==> src/hw/rtl/assert_macros.svh <==
// assertion macros shared by the rtl files of the window entropy block
// expects signals named clk and rst_n in the scope where a macro is used
`ifndef ASSERT_MACROS_SVH
`define ASSERT_MACROS_SVH

// expression must hold at every clock edge out of reset
`define SWCE_ASSERT_ALWAYS(label, expr, msg) \
    label: assert property (@(posedge clk) disable iff (!rst_n) (expr)) \
        else $error(msg);

// consequent must hold in the same cycle as the antecedent
`define SWCE_ASSERT_IMPLY(label, ante, cons, msg) \
    label: assert property (@(posedge clk) disable iff (!rst_n) (ante) |-> (cons)) \
        else $error(msg);

// consequent must hold in the cycle after the antecedent
`define SWCE_ASSERT_NEXT(label, ante, cons, msg) \
    label: assert property (@(posedge clk) disable iff (!rst_n) (ante) |=> (cons)) \
        else $error(msg);

`endif

==> src/hw/rtl/swce_pkg.sv <==
// shared constants, types and lookup tables of the window entropy block
// no dependencies; used by the interfaces, the divider and the top level
package swce_pkg;

    // sizing
    localparam int MAX_WINDOW   = 64;
    localparam int ALPHABET     = 20;
    localparam int FRAC_BITS    = 12;
    localparam int WIN_W        = $clog2(MAX_WINDOW + 1);
    localparam int PTR_W        = $clog2(MAX_WINDOW);
    localparam int CNT_W        = WIN_W;
    localparam int CLS_W        = $clog2(ALPHABET + 1);
    localparam int LG_W         = $clog2($clog2(MAX_WINDOW) + 1) + FRAC_BITS;
    localparam int CLOG_W       = CNT_W + LG_W;
    localparam int QUO_W        = LG_W;
    localparam int STEP_W       = $clog2(QUO_W);

    // field widths
    localparam int RESIDUE_W    = 8;
    localparam int ENT_W        = 15;
    localparam int POS_W        = 16;
    localparam int CUT_W        = 15;
    localparam int WLEN_FIELD_W = 7;
    localparam int APB_DATA_W   = 32;
    localparam int APB_ADDR_W   = 4;

    localparam logic [ENT_W-1:0] ENT_MAX    = ENT_W'(32767);
    localparam logic [POS_W-1:0] POS_MAX    = '1;
    localparam logic [CLS_W-1:0] CLS_OTHER  = CLS_W'(ALPHABET);

    // register reset values
    localparam logic [WIN_W-1:0] WLEN_RESET = WIN_W'(12);
    localparam logic [CUT_W-1:0] TRIG_RESET = CUT_W'(9011);
    localparam logic [CUT_W-1:0] EXT_RESET  = CUT_W'(10240);

    // character codes for case folding
    localparam logic [7:0] CHAR_LOWER_A = 8'h61;
    localparam logic [7:0] CHAR_LOWER_Z = 8'h7A;
    localparam logic [7:0] CASE_OFFSET  = 8'h20;

    // amino acid letters, class k sits at byte ALPHABET-1-k
    localparam logic [ALPHABET*8-1:0] AMINO_LETTERS = "ACDEFGHIKLMNPQRSTVWY";

    // register map, index is paddr[3:2]
    typedef enum logic [APB_ADDR_W-3:0] {
        REG_WINDOW_LENGTH = 2'd0,
        REG_TRIGGER_CUT   = 2'd1,
        REG_EXTENSION_CUT = 2'd2
    } reg_index_t;

    // per-residue sequencer
    typedef enum logic [2:0] {
        S_IDLE,
        S_EVICT,
        S_ADD,
        S_PREP,
        S_DIV,
        S_DONE
    } swce_state_t;

    // divider status toward the sequencer
    typedef struct packed {
        logic busy;
        logic done;
    } div_status_t;

    typedef logic [MAX_WINDOW:0][CLOG_W-1:0] clog_table_t;

    // residue character to class code, non amino letters map to CLS_OTHER
    function automatic logic [CLS_W-1:0] class_of(input logic [RESIDUE_W-1:0] ch);
        logic [7:0]       up;
        logic [CLS_W-1:0] cls;
        int               k;
        up  = ch;
        cls = CLS_OTHER;
        if (ch >= CHAR_LOWER_A && ch <= CHAR_LOWER_Z)
        begin
            up = ch - CASE_OFFSET;
        end
        for (k = 0; k < ALPHABET; k++)
        begin
            if (AMINO_LETTERS[(ALPHABET-1-k)*8 +: 8] == up)
            begin
                cls = CLS_W'(k);
            end
        end
        return cls;
    endfunction

    // log2 in q.12 by repeated squaring of the mantissa, elaboration only
    function automatic logic [LG_W-1:0] lg_q12(input int unsigned n);
        int unsigned k;
        int unsigned j;
        int unsigned b;
        logic [63:0] m;
        logic [19:0] frac;
        logic [31:0] v;
        k    = 0;
        frac = '0;
        if (n == 0)
        begin
            return '0;
        end
        for (j = 0; j < 31; j++)
        begin
            if ((n >> (j + 1)) != 0)
            begin
                k = j + 1;
            end
        end
        m = 64'(n) << (31 - k);
        for (b = 0; b < 20; b++)
        begin
            m    = (m * m) >> 31;
            frac = {frac[18:0], 1'b0};
            if (m >= 64'h1_0000_0000)
            begin
                frac[0] = 1'b1;
                m       = m >> 1;
            end
        end
        v = ((32'(k) << 20) | 32'(frac)) + 32'd128;
        return LG_W'(v >> 8);
    endfunction

    // c * log2(c) for every count the window can hold
    function automatic clog_table_t build_clog_table();
        clog_table_t t;
        int unsigned n;
        t = '0;
        for (n = 1; n <= MAX_WINDOW; n++)
        begin
            t[n] = CLOG_W'(n * 32'(lg_q12(n)));
        end
        return t;
    endfunction

    localparam clog_table_t CLOG_TABLE = build_clog_table();

endpackage

==> src/hw/rtl/swce_div.sv <==
// restoring divider, one quotient bit per cycle, for the entropy quotient
// depends on swce_pkg for widths and the status struct
module swce_div import swce_pkg::*; (
    input  logic              clk,
    input  logic              rst_n,
    input  logic              start,
    input  logic [CLOG_W-1:0] numer,
    input  logic [CNT_W-1:0]  denom,
    output logic [QUO_W-1:0]  quotient,
    output div_status_t       status
);

    logic              busy_reg, busy_next;
    logic              done_reg, done_next;
    logic [STEP_W-1:0] step_reg, step_next;
    logic [CLOG_W-1:0] rem_reg, rem_next;
    logic [CNT_W-1:0]  den_reg, den_next;
    logic [QUO_W-1:0]  quo_reg, quo_next;
    logic [CLOG_W-1:0] shifted;
    logic              fits;

    // trial subtract of the divisor aligned to the current quotient bit
    assign shifted = CLOG_W'(den_reg) << step_reg;
    assign fits    = rem_reg >= shifted;

    // step control and remainder update
    always_comb
    begin
        busy_next = busy_reg;
        done_next = 1'b0;
        step_next = step_reg;
        rem_next  = rem_reg;
        den_next  = den_reg;
        quo_next  = quo_reg;
        if (start)
        begin
            busy_next = 1'b1;
            step_next = STEP_W'(QUO_W - 1);
            rem_next  = numer;
            den_next  = denom;
            quo_next  = '0;
        end
        else if (busy_reg)
        begin
            if (fits)
            begin
                rem_next = rem_reg - shifted;
                quo_next = quo_reg | (QUO_W'(1) << step_reg);
            end
            if (step_reg == '0)
            begin
                busy_next = 1'b0;
                done_next = 1'b1;
            end
            else
            begin
                step_next = step_reg - 1'b1;
            end
        end
    end

    // control state
    always_ff @(posedge clk or negedge rst_n)
    begin
        if (!rst_n)
        begin
            busy_reg <= 1'b0;
            done_reg <= 1'b0;
        end
        else
        begin
            busy_reg <= busy_next;
            done_reg <= done_next;
        end
    end

    // datapath
    always_ff @(posedge clk)
    begin
        step_reg <= step_next;
        rem_reg  <= rem_next;
        den_reg  <= den_next;
        quo_reg  <= quo_next;
    end

    assign quotient    = quo_reg;
    assign status.busy = busy_reg;
    assign status.done = done_reg;

endmodule

==> config.mk <==
export PLATFORM = sky130hd
export DESIGN_NAME = swce_div
export DESIGN_NICKNAME = d
export VERILOG_FILES = /design/src/hw/rtl/assert_macros.svh /design/src/hw/rtl/swce_pkg.sv /design/src/hw/rtl/swce_div.sv
export SDC_FILE = /design/constraint.sdc
export NUM_CORES = 1
export LEC_CHECK = 0
export BUFFER_PORTS_ARGS = -buffer_cell sky130_fd_sc_hd__buf_4
export CAP_MARGIN = 20
export CORE_ASPECT_RATIO = 0.5
export CORE_MARGIN = 4
export CORE_UTILIZATION = 53
export DETAILED_ROUTE_END_ITERATION = 12
export PLACE_DENSITY = 0.77
export SLEW_MARGIN = 15
export SYNTH_ARGS = -nofsm -noshare
export SYNTH_HDL_FRONTEND = slang
export SYNTH_SLANG_ARGS = --single-unit
==> constraint.sdc <==
create_clock -name clk -period 5.1 [get_ports clk]
set_input_delay 0.51 -clock clk [delete_from_list [all_inputs] [get_ports clk]]
set_output_delay 0.51 -clock clk [all_outputs]
set_load 0.02 [all_outputs]
==> metrics.yaml, run 1 <==
sta:
  post-route-period-util: 0.8549
  rsz0062_at_grt: "false"
  finalHoldViolations: 0
  finalSetupTns_ps: 0
  fmax_ghz: 0.2294
  period_needed_ps: 4360
  finClkSkew_ps: 4.436
  worst_slack_ps: 740.2
  relSlewSlack: 0.5056
  final-max-slew-violation-count: 0
  setup_violations: 0
  tightest_slew_ps: 741.5
final_layout:
  drive_gt1_frac: 0.1652
  antennaDiodeCount: 0
  final_cell_count_no_fill: 540
  fillers: 597
  area_growth_pct: 14.66
  largest_reg_flops: 22
  seq_area_sq_um: 1301
  multi_input_area_sq_um: 2126
  final_nets: 507
placement:
  post-place-ws_ps: 772.0
  gp_congestion: 0.9887
  numPortBuffers: 48
  dp_cells: 531
  dpl.hpwl_microns: 6761
cts:
  clk_latency_ps: 290
  cts_tree: "built"
  cts.repair.resized: 0
  postCtsSetupBuffers: 0
  cts-root-buf: "clkbuf_16"
  clkSlewWorstSetupHoldPaths_ps: 70
  cts_max_level: 2
  cts-buffers-inserted: 5
  cts.path.max_buffers: 2
  cts.sinks: 50
die:
  io_pins: 49
  die_w_microns: 125.1
  core_area_sq_um: 6674
  placementRows: 21
  fp.dieH_microns: 66.56
  start_util: 0.5446
  die_area_sq_um: 8328
synth:
  synth_edf_count: 29
  synthFlopType: "edfxtp_1"
  yosysMostFrequentCell: "nand2_1"
  synthesis.nets: 474
  ys_ff_latch: 50
  syn_area_sq_um: 3635
  syn_area_per_cell_sq_um: 8.780
  ys_async_sr_fraction: 0.04000
  yosysTopAreaCellShare: 0.2396
  yosysSeqAreaShare: 0.3580
  syn_inst: 414
  synth_cell_types: 61
  yosysWarnings: 0
  yosysTopAreaCell: "edfxtp_1"
  synth_common_cells: "nand2_1 (66), edfxtp_1 (29), o21ai_0 (28)"
  synth_area_leaders: "edfxtp_1 (24%), dfxtp_1 (10%), ha_1 (9.3%), nand2_1 (6.8%), o21ai_0 (3.9%)"
status:
  status: "finished clean"
global_route:
  grt_pass1_vias: 2877
  gr-usage-all-layers: 0.2157
  antenna_found_initial: 0
  grt_pass1_wl_microns: 14280
  grt_max_degree: 69
  globalRouteOverflowTotal: 0
worst_setup_path:
  worstPathMaxFanout: 16
  crit_path_end_kind: "flip-flop"
  r2r_slack_ps: 740
  reg2reg_depth: 12
  cp-start-kind: "flip-flop"
  cp.arrival_ps: 4350
  cp.required_ps: 5090
  worstSetupPathType: "reg -> reg"
  r2r_end: "rem_reg[9]"
  r2r-start: "step_reg[0]"
hold_path:
  min_path_type: "in -> reg"
  hold_depth: 1
  hp-start: "denom[2]"
  min_to: "den_reg[2]"
power:
  ir_worst_vdd_mv: 0.2503
  powerDensity_nw_per_um2: 559.8
  leakage_uw: 0.001699
routing:
  drt_iter0_drc: 361
  avgRoutedWirePerCell_microns: 16.51
  drt_pass1_iterations: 5
  wirelength_microns: 8915
  ant_nets: 0
  via_count: 3226
  drt-vias-per-instance: 5.974
  route.detailed.drc: 0
job:
  max-cap-violations: 0
[per-layer routing]
| layer | GRT usage | routed length, microns | vias up |
|---|---|---|---|
| met5 | 0 | 0 | - |
| met3 | 0.04083 | 686 | 5 |
| li1 | - | - | 1588 |
| met2 | 0.3229 | 3747 | 126 |
| met4 | 0.03649 | 42 | 0 |
| met1 | 0.3259 | 4438 | 1507 |
[worst max path at each step]
stage,startpoint,cells past startpoint,to
global route,step_reg[0],12,rem_reg[15]
CTS,step_reg[0],12,rem_reg[8]
floorplan,step_reg[0],13,rem_reg[0]
detailed placement,step_reg[0],12,rem_reg[5]
finish,step_reg[0],12,rem_reg[9]
global placement,step_reg[0],12,rem_reg[10]
[worst max-delay path, cell delays in order, from the launching register on]
cell and delay (ps):
dfxtp_1 670, clkinv_1 390, and3_1 280, and2_1 190, ha_1 210, fa_1 400, and2b_1 270, o21bai_4 80
a211o_1 340, a21oi_4 190, a21oi_2 210, o21ai_2 490, buf_4 320
[what timing repair did]
action | in CTS | in global routing
hold buffers | 1 | 0
endpoints found under the setup margin | 0 | 0
endpoints found under the hold margin | 2 | 0
[layout by cell type (no fill, tap or decap), types with 14 or more instances in the layout]
cell | synthesis | final
ha_1 | 27 | 27
a21oi_1 | 22 | 22
o32ai_1 | 14 | 14
edfxtp_1 | 29 | 29
dfxtp_1 | 19 | 19
inv_1 | 25 | 25
nand2_1 | 66 | 66
buf_4 | 2 | 50
o21ai_0 | 28 | 27
nor2_1 | 16 | 16
[layout make-up]
type / count / share of cell area
clock buffer: 6 / 0.03092
clock inverter: 2 / 0.003302
inverter: 26 / 0.02342
multi-input combinational: 313 / 0.5101
sequential: 50 / 0.3122
tap: 92 / 0.02762
timing repair buffer: 51 / 0.09246
[logic make-up after synthesis]
kind of cell / Yosys count / synth area share
simple gates: 133 / 0.1704
flops: 50 / 0.3580
xor+xnor: 13 / 0.03133
mux: 12 / 0.04165
fa+ha+maj: 28 / 0.09845
compound gates: 127 / 0.2420
buf+inv: 51 / 0.05817
[per-stage QoR]
step / hold WS [ps] / util / total power (uW) / instance area, sq um
floorplan: 214.4 / - / 1670 / 3635
global placement: 292.6 / 0.6016 / 1978 / 4015
detailed placement: 293.2 / 0.6016 / 1976 / 4015
CTS: 386.6 / 0.6245 / 2322 / 4168
global route: 380.4 / 0.6245 / 2505 / 4168
finish: 388.7 / 0.6245 / 2333 / 4168
[power by group]
group / total [uW] / internal (uW) / leakage [uW] / switching, uW
logic: 1360 / 536 / 0.00115 / 820
clock network: 337 / 183 / 0.0000712 / 154
registers: 640 / 580 / 0.000475 / 60.3
total: 2330 / 1300 / 0.00170 / 1030
Note: power is estimated with default switching activity, not from simulation.
==> inputs of run 2 (changes only) <==
BUFFER_PORTS_ARGS = not set   (was -buffer_cell sky130_fd_sc_hd__buf_4)
CORE_UTILIZATION = 55   (was 53)
DONT_BUFFER_PORTS = 1   (was not set)
PLACE_DENSITY = 0.73   (was 0.77)
==> run 2 against run 1 <==
  * Register-to-register slack gained 80 ps
  * Via count shrank 2.2%
  * Critical path depth down 2
  * Sequential power grew 2%
  * Worst setup slack better by 78 ps
  * Critical path type unchanged
  * Largest power group unchanged
==> metrics.yaml, run 2 (synthesis gave the netlist of run 1 again) <==
status:
  status: "finished clean"
worst_setup_path:
  path_buf_inv: 1
  crit_path_end_kind: "flip-flop"
  cp-start-kind: "flip-flop"
  cp.required_ps: 5070
  cp.arrival_ps: 4250
  worstPathMaxFanout: 22
  cp.depth: 10
  path_cells: "clkinv_1 -> o21ai_0 -> a22oi_1 -> ha_1 -> a21oi_1 -> a21oi_1 -> nor2b_1 -> a21oi_4 -> a21oi_2 -> o21ai_4"
  crit_slowest_cell: "dfxtp_1"
  reg2reg_depth: 10
  slowest_delay_ps: 670
  cp_common_cell: "a21oi_1"
  worstSetupPathType: "reg -> reg"
  crit_family: "compound AO/OA/AOI/OAI gates"
die:
  io_pins: 49
  die_w_microns: 123.0
  placementRows: 20
  start_util: 0.5833
  fp.dieH_microns: 65.49
  core_area_sq_um: 6231
  die_area_sq_um: 8052
cts:
  cts.sinks: 50
  cts-root-buf: "clkbuf_16"
  cts.repair.resized: 0
  cts_tree: "built"
  cts-buffers-inserted: 5
  postCtsSetupBuffers: 0
  clkSlewWorstSetupHoldPaths_ps: 70
  cts_max_level: 2
  cts_hold_buf: 1
  clk_latency_ps: 300
  cts.path.max_buffers: 2
routing:
  wirelength_microns: 9356
  drt-vias-per-instance: 6.494
  drt_iter0_drc: 298
  via_count: 3156
  ant_nets: 0
  drt_pass1_iterations: 5
  route.detailed.drc: 0
  avgRoutedWirePerCell_microns: 19.25
sta:
  final-max-slew-violation-count: 0
  setup_violations: 0
  post-route-period-util: 0.8395
  rsz0062_at_grt: "false"
  relSlewSlack: 0.4803
  worst_slack_ps: 818.4
  finClkSkew_ps: 11.38
  finalSetupTns_ps: 0
  finalHoldViolations: 0
  period_needed_ps: 4282
  fmax_ghz: 0.2336
  tightest_slew_ps: 776.6
power:
  ir_worst_vdd_mv: 0.2364
  leakage_uw: 0.001457
  p_total_uw: 2339
  powerDensity_nw_per_um2: 614.2
final_layout:
  final_common_cell: "nand2_1"
  final_cell_area_sq_um: 3809
  final_cell_count_no_fill: 486
  mostFrequentLayoutCells: "nand2_1 (66), edfxtp_1 (29), o21ai_0 (27), ha_1 (27), inv_1 (25)"
  antennaDiodeCount: 0
  drive_gt1_frac: 0.06281
  area_growth_pct: 4.785
  final_nets: 457
  largest_reg_flops: 22
placement:
  dpl.hpwl_microns: 7136
  gp_congestion: 0.9472
  numPortBuffers: 0
  placed_area_sq_um: 3635
  post-place-ws_ps: 476.3
  dp_cells: 477
job:
  max-cap-violations: 0
hold_path:
  min_path_type: "in -> reg"
  hold_depth: 0
global_route:
  grt_pass1_vias: 2976
  globalRouteOverflowTotal: 0
  antenna_found_initial: 0
  grt_max_degree: 69
  grt_pass1_wl_microns: 14930
  gr-usage-all-layers: 0.2427
[run 2: changes by cell type in the layout (fill, tap and decap cells not counted), sizes merged]
cell / before / now
clkinv: 2 / 3
buf: 50 / 0
inv: 26 / 25
[run 2: layer usage]
| metal | global-route usage | part of all wire | vias to the layer above |
|---|---|---|---|
| met5 | 0 | 0 | - |
| met4 | 0.08787 | 0.024 | 0 |
| met3 | 0.07567 | 0.096 | 21 |
| met2 | 0.3508 | 0.42 | 155 |
| met1 | 0.3407 | 0.46 | 1489 |
| li1 | - | - | 1491 |
[run 2: final timing paths]
path                                   from     endpoint  slack [ps]
worst max-delay path            step_reg[0]  rem_reg[11]         820
worst min-delay path               denom[1]   den_reg[1]         300
worst max register to register  step_reg[0]  rem_reg[11]         820
worst min register to register  quotient[9]  quotient[9]         560
max in group asynchronous             rst_n     busy_reg        4530
min in group asynchronous             rst_n     done_reg         440
[run 2: per-stage QoR]
stage	utilization	hold slack (ps)
floorplan	-	214.4
global placement	0.5833	214.5
detailed placement	0.5833	214.5
CTS	0.6100	279.1
global route	0.6112	288.3
finish	0.6112	297.1
[run 2: power breakdown]
part           internal [uW]  switching [uW]
sequential               581            73.3
combinational            509             822
clock                    197             156
total                   1290            1050
[run 2: area by class of cell]
cell class / count / area, sq um
repair buffers: 1 / 10.01
clock buffers: 6 / 138.9
fillers: 553 / 2422
inverters: 26 / 97.59
clock inverters: 2 / 17.52
flip-flops and latches: 50 / 1301
multi-input cells: 313 / 2133
well taps: 88 / 110.1
[run 2: worst reg2reg max path: stages (launching register included)]
cell,delay [ps]
dfxtp_1,670
clkinv_1,410
o21ai_0,500
a22oi_1,240
ha_1,410
a21oi_1,300
a21oi_1,130
nor2b_1,240
a21oi_4,60
a21oi_2,630
o21ai_4,350
