## config.mk

```make
export PLATFORM = sky130hd
export DESIGN_NAME = swce_ram
export DESIGN_NICKNAME = d
export VERILOG_FILES = /design/src/hw/rtl/assert_macros.svh /design/src/hw/rtl/swce_ram.sv
export SDC_FILE = /design/constraint.sdc
export NUM_CORES = 1
export LEC_CHECK = 0
export BUFFER_PORTS_ARGS = -buffer_cell sky130_fd_sc_hd__buf_2
export CAP_MARGIN = 10
export CORE_AREA = 2 2 322 260
export CTS_BUF_LIST = sky130_fd_sc_hd__clkbuf_8
export DETAILED_ROUTE_END_ITERATION = 16
export DIE_AREA = 0 0 324 262
export PLACE_DENSITY = 0.44
export REMOVE_ABC_BUFFERS = 1
export SLEW_MARGIN = 25
export SYNTH_ARGS = -nofsm -noshare
export SYNTH_HDL_FRONTEND = slang
export SYNTH_SLANG_ARGS = --single-unit
```

## constraint.sdc

```tcl
create_clock -name clk -period 4.7 [get_ports clk]
set_input_delay 0.235 -clock clk [delete_from_list [all_inputs] [get_ports clk]]
set_output_delay 0.235 -clock clk [all_outputs]
set_load 0.1 [all_outputs]
```

## src/hw/rtl/assert_macros.svh

```systemverilog
// assertion macros shared by the rtl files of the window entropy block
// expects signals named clk and rst_n in the scope where a macro is used
`ifndef ASSERT_MACROS_SVH
`define ASSERT_MACROS_SVH

// expression must hold at every clock edge out of reset
`define SWCE_ASSERT_ALWAYS(label, expr, msg) \
    label: assert property (@(posedge clk) disable iff (!rst_n) (expr)) \
        else $error(msg);

// consequent must hold in the same cycle as the antecedent
`define SWCE_ASSERT_IMPLY(label, ante, cons, msg) \
    label: assert property (@(posedge clk) disable iff (!rst_n) (ante) |-> (cons)) \
        else $error(msg);

// consequent must hold in the cycle after the antecedent
`define SWCE_ASSERT_NEXT(label, ante, cons, msg) \
    label: assert property (@(posedge clk) disable iff (!rst_n) (ante) |=> (cons)) \
        else $error(msg);

`endif

```

## src/hw/rtl/swce_ram.sv

```systemverilog
// generic single-port-write, single-port-read ram with registered read
// no dependencies
module swce_ram #(
    parameter int WIDTH = 8,
    parameter int DEPTH = 64
) (
    input  logic                     clk,
    input  logic                     we,
    input  logic [$clog2(DEPTH)-1:0] waddr,
    input  logic [WIDTH-1:0]         wdata,
    input  logic                     re,
    input  logic [$clog2(DEPTH)-1:0] raddr,
    output logic [WIDTH-1:0]         rdata
);

    logic [WIDTH-1:0] mem [DEPTH];
    logic [WIDTH-1:0] rdata_reg;

    // write port and registered read port
    always_ff @(posedge clk)
    begin
        if (we)
        begin
            mem[waddr] <= wdata;
        end
        if (re)
        begin
            rdata_reg <= mem[raddr];
        end
    end

    assign rdata = rdata_reg;

endmodule

```

==> results of run 1 <==
final cells by class:
class,instances,share of cell area [%]
Antenna cell,2,0.0216
Clock buffer,87,5.17
Clock inverter,59,1.12
Multi-Input combinational cell,369,18.7
Sequential cell,520,67.4
Tap cell,1104,5.96
Timing Repair Buffer,55,1.64
per-stage QoR:
stage          cell area [um2]  utilization [%]
5_1_grt                  23200             28.3
3_5_place_dp             21700             26.5
3_3_place_gp             21700             26.5
6_report                 23200             28.3
2_1_floorplan            19900                -
4_1_cts                  23100             28.3
metal layers:
layer | wire length, um | vias up | track usage, %
met2 | 21400 | 307 | 17.0
met5 | 42 | - | 0
met4 | 1110 | 6 | 3.43
met1 | 25900 | 5163 | 18.9
li1 | - | 4133 | -
met3 | 3130 | 94 | 3.34
cell usage in the layout (no fill, tap or decap), types with 4 or more instances in the layout:
cell type,instances
a211oi_1,4
o221ai_1,8
clkinvlp_4,4
buf_2,27
o22ai_1,8
clkinv_1,19
nor3_1,7
nand2_1,19
inv_1,25
mux2i_1,23
clkinv_2,9
nor2b_1,14
mux4_2,126
a221oi_1,6
edfxtp_1,520
mux2_2,13
clkbuf_8,88
nand2b_1,7
nand3_1,13
buf_4,24
nor2_1,81
worst register-to-register path, stage by stage, from the launching register on:
cell and delay, ps:
edfxtp_1 380, mux4_2 450, mux2_2 310, o221a_2 280
nor3_1 320, o32ai_1 140
worst paths after layout:
kind               from        to  slack (ps)
max            raddr[0]  rdata[5]        2300
min            raddr[5]  rdata[2]          80
max reg2reg  mem[24][4]  rdata[4]        2590
min reg2reg  mem[22][1]  rdata[1]         900
what timing repair did:
item | in CTS | in global routing
buffers inserted | 0 | 0
hold buffers | 1 | 0
hold endpoints to repair | 8 | 0
cell families (layout without fill, tap and decap cells):
logic type	after synthesis	after routing
DFF	520	520
and+or+nand+nor	153	153
other	0	2
AOI/OAI and AO/OA	54	54
buffers and inverters	51	201
muxes	162	162
power groups by stage:
stage,clock network [uW],logic (uW),registers (uW)
3_5_place_dp,0,544,5260
2_1_floorplan,0,199,5300
3_3_place_gp,0,539,5260
6_report,3520,533,5160
4_1_cts,3630,545,5160
5_1_grt,3830,572,5160
==> flow_summary_export.csv, run 1 <==
group,metric,value,unit
worst_setup_path,path_depth,6,
finish,area_growth_syn_to_layout,14.4,%
sta,hold_violations,0,
floorplan,die-area,84900,um2
power_and_ir_drop,p_int,7040,uW
finish,largest_reg_flops,512,
clock_network,clkTransAtPathRegs,60,ps
clock_network,cts_buffers,85,
synthesis,synth_mux_area_share,15.9,%
floorplan,core_area,81700,um2
worst_hold_path,hold_class,"in2reg",
global_route,grt_pass1_vias,9959,
clock_network,worstSkewPairLatency,670,ps
sta,grt_setup_unrepaired,"false",
sta,relSlewSlack,31.0,%
synthesis,synth_cell_types,39,
floorplan,die_y,262,um
synthesis,synth_cells,940,
sta,final.setup.tns,0,ps
route,drc,0,
sta,period_share,51.1,%
floorplan,rows,94,
worst_setup_path,cp_data_arrival_time,2800,ps
worst_setup_path,slowest_delay,700,ps
synthesis,synth_flop_cell,"edfxtp_1",
sta,drv_slew,0,
worst_setup_path,slowest_stage,"a2111oi_0",
power_and_ir_drop,p_sw,2170,uW
worst_setup_path,crit_type,"in2reg",
sta,finalWorstSetupSlack,2300,ps
sta,fmaxAchievable,0.416,GHz
status,outcome,"finished clean",
worst_setup_path,startpoint_type,"input port",
route,vias_per_cell,4.42,
synthesis,synthXorXnorAreaFrac,0,%
worst_setup_path,cp_num_buf_inv,2,
power_and_ir_drop,ir_drop,0.171,mV
finish,seq_area,15600,um2
synthesis,synth_top_family_by_area,"multiplexers",
synthesis,synth_fa_ha_area_share,0,%
power_and_ir_drop,p_clk_share,38.2,%
synthesis,synth-simple-area-share,3.37,%
clock_network,clock_sink_count,520,
global_route,grt_overflow,0,
sta,setup_violations,0,
sta,fin_hold_ws,81.8,ps
finish,drive_above_1_share,27.4,%
synthesis,synth.avg_cell_area,21.5,um2
power_and_ir_drop,switching_share,23.6,%
power_and_ir_drop,pwr_density_cell,398,nW/um2
route,ant_nets,0,
sta,min_period,2400,ps
finish,nets,1054,
power_and_ir_drop,power,9210,uW
worst_setup_path,r2r_cells,5,
power_and_ir_drop,pwr-share-seq,56.0,%
clock_network,clockBufferDepth,3,
finish,multiInputGateArea,4320,um2
finish,fill_cells,8061,
worst_hold_path,hold_depth,3,
placement,place_inst,2047,
synthesis,synth_compound_area_share,2.06,%
flow_run,cap_violations,0,
sta,fin_skew,37.6,ps
clock_network,post_cts_resized,0,
global_route,track_usage,12.4,%
synthesis,synthTopCellsByCount,"edfxtp_1 (520), mux4_2 (126), nor2_1 (83)",
synthesis,ys_warn_count,0,
placement,dpl_worst_slack,1590,ps
worst_setup_path,path_cells,"clkbuf_8 -> buf_4 -> mux4_2 -> nor2b_1 -> a2111oi_0 -> o41ai_1",
global_route,grt_max_degree,65,
floorplan,io_pins,31,
route,dr.pass1.iters,5,
worst_setup_path,path_delay_family,"buffers and inverters",
worst_setup_path,path_max_fanout,47,
synthesis,ys_seq_area_share,77.1,%
synthesis,synth_top_cell_by_area,"edfxtp_1",
floorplan,die_w,324,um
placement,numPortBuffers,30,
floorplan,start_util,24.8,%
finish,finalNonFillerCells,2196,
synthesis,synth_most_common_cell,"edfxtp_1",
worst_setup_path,critical_path_required,5100,ps
clock_network,cts_tree,"yes",
synthesis,synth_edf_count,520,
global_route,antenna_found_initial,5,
clock_network,clockRootBuffer,"clkbuf_8",
synthesis,async_flop_share,0,%
sta,worst_pin_slew,1030,ps
synthesis,synth_top_area_share,77.1,%
power_and_ir_drop,leakage,0.00705,uW
worst_setup_path,worstSetupEndpointType,"flop",
route,vias,9703,
route,wire_per_inst,23.5,um
route,drt_iter0_drc,899,
power_and_ir_drop,combPwrFrac,5.8,%
synthesis,synth.cell_area,20200,um2
route,routed_wl,51500,um
synthesis,synth-seq-cells,520,
clock_network,htree_levels,3,
synthesis,synthTopCellsByArea,"edfxtp_1 (77%), mux4_2 (14%), nor2_1 (1.5%)",
global_route,grt_pass1_wl,74600,um
placement,globalplace.congestion,0.757,
placement,dpl.hpwl,31300,um
Power figures use the tool's default switching activity.
==> inputs of run 2 (changes only) <==
- PLACE_DENSITY: 0.44 -> 0.46
- clock period: 4.7 -> 2.1 ns (I/O delays scaled with it)
==> run 2 against run 1 <==
- the flow now finishes with violations (negative setup slack)
- wire length up 1.9%
- global-route usage increased by 0.15 points
- register-to-register slack got worse by 2600 ps
- die area did not move
- non-clock buffer count grew 142
- critical path type is now reg2reg
- critical endpoint is now rdata[2]
- highest routed layer unchanged
==> flow_summary_export.csv, run 2 (synthesis results as in run 1) <==
group,metric,value,unit
status,outcome,"finished, violations left",
status,violations,"negative setup slack",
global_route,grt_pass1_wl,75500,um
global_route,track_usage,12.5,%
sta,fin_skew,35.8,ps
sta,period_share,101,%
sta,hold_violations,0,
sta,fin_hold_ws,70.6,ps
finish,final_util,30.0,%
sta,relSlewSlack,48.9,%
floorplan,start_util,24.8,%
worst_hold_path,hold_class,"in2reg",
worst_setup_path,critical_path_required,2490,ps
sta,grt_setup_unrepaired,"true",
power_and_ir_drop,leakage,0.00788,uW
clock_network,worstSkewPairLatency,670,ps
worst_setup_path,path_delay_family,"multiplexers",
worst_setup_path,crit_top_cell,"mux4_2",
placement,dpl_worst_slack,-494,ps
sta,setup_violations,2,
flow_run,cap_violations,0,
worst_setup_path,slowest_stage,"mux4_2",
floorplan,io_pins,31,
clock_network,htree_levels,3,
floorplan,rows,94,
sta,finalWorstSetupSlack,-23.9,ps
finish,drive_above_1_share,35.3,%
route,routed_wl,52500,um
sta,worst_pin_slew,767,ps
worst_setup_path,path_cells,"mux4_2 -> mux4_2 -> nor2_4 -> nor3_2 -> o2bb2ai_1",
route,drt_iter0_drc,1026,
floorplan,die_w,324,um
floorplan,die_y,262,um
floorplan,core_area,81700,um2
worst_setup_path,slowest_delay,520,ps
worst_setup_path,crit_type,"reg2reg",
worst_setup_path,cp_data_arrival_time,2510,ps
finish,nets,1194,
finish,final_common_cell,"edfxtp_1",
placement,globalplace.congestion,0.784,
finish,layout_common_cells,"edfxtp_1 (520), buf_4 (143), mux4_2 (126)",
clock_network,clockRootBuffer,"clkbuf_8",
placement,dpl.hpwl,33800,um
clock_network,clock_sink_count,520,
route,dr.pass1.iters,5,
sta,fmaxAchievable,0.471,GHz
worst_setup_path,cp_num_buf_inv,0,
placement,post_dp_cell_area,22900,um2
route,vias_per_cell,4.36,
global_route,grt_overflow,0,
worst_setup_path,path_max_fanout,1,
route,ant_nets,0,
finish,area_growth_syn_to_layout,21.1,%
global_route,antenna_found_initial,6,
sta,drv_slew,0,
finish,final_area,24500,um2
clock_network,cts_tree,"yes",
sta,min_period,2120,ps
floorplan,die-area,84900,um2
global_route,grt_max_degree,65,
power_and_ir_drop,pwr_density_cell,851,nW/um2
worst_setup_path,worstSetupEndpointType,"flop",
route,vias,10204,
route,drc,0,
finish,largest_reg_flops,512,
clock_network,clkTransAtPathRegs,60,ps
clock_network,cts_buffers,83,
clock_network,clockBufferDepth,3,
placement,numPortBuffers,30,
worst_setup_path,startpoint_type,"flop",
route,wire_per_inst,22.5,um
power_and_ir_drop,ir_drop,0.369,mV
global_route,grt_pass1_vias,10571,
power_and_ir_drop,power,20900,uW
==> run 2: cell count changes in the layout (fill, tap and decap cells not counted), sizes merged <==
cell	delta
inv	+1
clkinvlp	-2
diode	-1
buf	+135
clkbuf	-2
bufinv	+2
dlygate4sd3	+7
clkinv	+3
==> run 2: report_power, final <==
part	switching (uW)	leakage [uW]	internal (uW)
Clock	3940	0.000855	3990
Combinational	851	0.00234	538
Sequential	30.3	0.00469	11500
Total	4820	0.00788	16000
==> run 2: through the flow <==
| stage | TNS (ps) | instances |
|---|---|---|
| 2_1_floorplan | 0 | 889 |
| 3_3_place_gp | -2820 | 2182 |
| 4_1_cts | -37.7 | 2338 |
| 6_report | -41.3 | 2339 |
| 5_1_grt | -117 | 2339 |
| 3_5_place_dp | -2810 | 2182 |
==> run 2: area by class of cell <==
class                   instances  area (um2)
flip-flops and latches        520       15600
clock buffers                  85        1170
multi-input cells             369        4370
diodes                          1        2.50
clock inverters                63         308
well taps                    1104        1380
fillers                      7949       57200
repair buffers                197        1660
==> run 2: path summary, 6_finish.rpt <==
| path | startpoint | to | slack, ps | depth (start not counted) |
|---|---|---|---|---|
| setup / recovery | mem[10][2] | rdata[2] | -20 | 5 |
| hold / removal | waddr[1] | mem[48][4] | 70 | 3 |
| setup reg to reg | mem[10][2] | rdata[2] | -20 | 5 |
| hold reg to reg | mem[30][6] | rdata[6] | 920 | 3 |
==> run 2: metal layers <==
layer  vias to the layer above  wire [um]  GRT usage (%)
met3                        70       3610           3.67
met4                         4        768           2.89
met5                         -         24              0
met2                       288      22600           17.9
met1                      5429      25500           18.6
li1                       4413          -              -
==> run 2: tightest hold or removal path, stage by stage <==
cell	delay, ps
buf_2	190
nor3_1	100
buf_4	170
==> run 2: repair_timing <==
item / 4_1_cts / 5_1_grt
gates resized for setup: 8 / 5
endpoints found under the setup margin: 4 / 6
hold buffers: 8 / 0
pin swaps: 0 / 1
setup buffers: 0 / 0
endpoints found under the hold margin: 289 / 0
==> inputs of run 3 (changes only) <==
- PLACE_DENSITY: 0.46 -> 0.44
- clock period: 2.1 -> 2 ns (I/O delays scaled with it)
==> run 3 against run 2 <==
- register-to-register slack is essentially flat
- final cell count grew 0.68%
- total power grew 6.7%
- critical path depth is the same
- the run still ends with negative setup slack left
- critical path type unchanged
- maximum frequency grew 5.0%
- sequential share of layout area shrank 0.61 points
==> flow_summary_export.csv, run 3 (synthesis results as in run 1) <==
group,metric,value,unit
status,outcome,"finished, violations left",
status,violations,"negative setup slack",
global_route,grt_max_degree,65,
finish,largest_reg_flops,512,
clock_network,worstSkewPairLatency,680,ps
worst_setup_path,path_delay_family,"multiplexers",
finish,final_area,24700,um2
worst_setup_path,reg2reg_from,"mem[16][4]",
power_and_ir_drop,power,22300,uW
clock_network,cts_setup_buffers,0,
power_and_ir_drop,combPwrFrac,6.7,%
worst_setup_path,cp_num_buf_inv,0,
placement,post_dp_cell_area,22900,um2
route,drt_iter0_drc,920,
worst_setup_path,path_max_fanout,1,
worst_setup_path,path_cells,"mux4_2 -> mux2_4 -> o221a_4 -> nor3_4 -> o32ai_1",
finish,layout_common_cells,"edfxtp_1 (520), buf_4 (148), mux4_2 (126)",
worst_hold_path,hold_class,"in2reg",
power_and_ir_drop,p_clk_share,38.8,%
power_and_ir_drop,ir_drop,0.364,mV
finish,drive_above_1_share,36.6,%
route,wire_per_inst,22.8,um
worst_setup_path,timing.rr.end,"rdata[4]",
worst_hold_path,min-delay-start,"waddr[1]",
sta,drv_slew,0,
floorplan,core_area,81700,um2
power_and_ir_drop,p_int,17100,uW
finish,nets,1203,
worst_setup_path,crit_type,"reg2reg",
worst_setup_path,slowest_delay,480,ps
clock_network,clock_sink_count,520,
sta,fmaxAchievable,0.494,GHz
finish,final_common_cell,"edfxtp_1",
power_and_ir_drop,pwr-share-seq,54.5,%
global_route,track_usage,12.9,%
sta,hold_violations,0,
worst_setup_path,worstSetupEndpointType,"flop",
finish,fill_cells,7989,
worst_hold_path,hold_path_end,"mem[48][1]",
route,drc,0,
sta,min_period,2020,ps
placement,dpl.hpwl,35000,um
route,vias,10277,
placement,dpl_worst_slack,-493,ps
floorplan,rows,94,
power_and_ir_drop,switching_share,23.3,%
worst_setup_path,startpoint_type,"flop",
global_route,grt_pass1_vias,10496,
finish,seq_area,15600,um2
clock_network,clkTransAtPathRegs,70,ps
floorplan,die_w,324,um
power_and_ir_drop,p_sw,5200,uW
route,vias_per_cell,4.36,
worst_setup_path,r2r_cells,5,
sta,relSlewSlack,61.3,%
finish,area_growth_syn_to_layout,22.2,%
sta,period_share,101,%
worst_setup_path,cp_data_arrival_time,2450,ps
worst_setup_path,critical_path_required,2430,ps
global_route,antenna_found_initial,6,
sta,setup_violations,1,
route,routed_wl,53800,um
sta,final.setup.tns,-23.2,ps
placement,numPortBuffers,30,
floorplan,die_y,262,um
global_route,grt_pass1_wl,77000,um
sta,grt_setup_unrepaired,"true",
route,ant_nets,0,
worst_setup_path,slowest_stage,"mux4_2",
floorplan,die-area,84900,um2
finish,multiInputGateArea,4460,um2
clock_network,htree_levels,3,
worst_setup_path,regToRegSetupSlack,-20,ps
clock_network,cts_tree,"yes",
clock_network,cts_buffers,84,
placement,globalplace.congestion,0.760,
worst_setup_path,startpoint,"mem[16][4]",
power_and_ir_drop,leakage,0.00801,uW
clock_network,clockBufferDepth,3,
power_and_ir_drop,pwr_density_cell,900,nW/um2
global_route,grt_overflow,0,
worst_hold_path,hold_depth,3,
sta,worst_pin_slew,565,ps
floorplan,io_pins,31,
clock_network,clockRootBuffer,"clkbuf_8",
sta,fin_skew,28.8,ps
sta,finalWorstSetupSlack,-23.2,ps
floorplan,start_util,24.8,%
flow_run,cap_violations,0,
route,dr.pass1.iters,5,
run 3: how the worst max path moves through the flow:
stage | endpoint | slack (ps) | cells past startpoint
finish | rdata[4] | -20 | 5
global route | rdata[1] | -60 | 5
CTS | rdata[4] | -20 | 5
detailed placement | rdata[4] | -490 | 7
global placement | rdata[4] | -510 | 7
floorplan | rdata[4] | 180 | 5
run 3: power groups by stage:
| stage | registers, uW | clock network [uW] | logic (uW) |
|---|---|---|---|
| detailed placement | 12400 | 0 | 1450 |
| global placement | 12400 | 0 | 1450 |
| finish | 12100 | 8640 | 1490 |
| floorplan | 12400 | 0 | 468 |
| global route | 12100 | 9420 | 1580 |
| CTS | 12100 | 8950 | 1500 |
run 3: timing repair:
item                       in CTS  in global routing
hold buffers                   10                  0
setup endpoints to repair       5                  5
resized for setup              17                 10
pin swaps                       3                  2
hold endpoints to repair      296                  0
run 3: routing by layer:
metal | vias to the layer above | wire, um | GRT usage (%)
met3 | 66 | 3070 | 2.93
met5 | - | 15 | 0
li1 | 4450 | - | -
met2 | 284 | 22800 | 18.3
met4 | 2 | 828 | 3.25
met1 | 5475 | 27100 | 19.6
run 3: area by class of cell:
class | instances | area share (%)
clock buffer | 86 | 4.78
multi-input combinational | 369 | 18.0
timing repair buffer | 205 | 7.00
clock inverter | 68 | 1.50
sequential | 520 | 63.1
tap | 1104 | 5.58
antenna | 3 | 0.0303
run 3: metrics by stage:
step,hold slack [ps],util (%),cells
final,62.7,30.3,2355
after global routing,45.4,30.3,2353
after CTS,1.46,30.2,2352
after detailed placement,530,28.1,2189
after global placement,523,28.1,2189
after floorplan,199,-,889
run 3: worst min-delay path, cell delays in order:
cell    delay (ps)
buf_2          190
nor3_1          70
buf_4          190
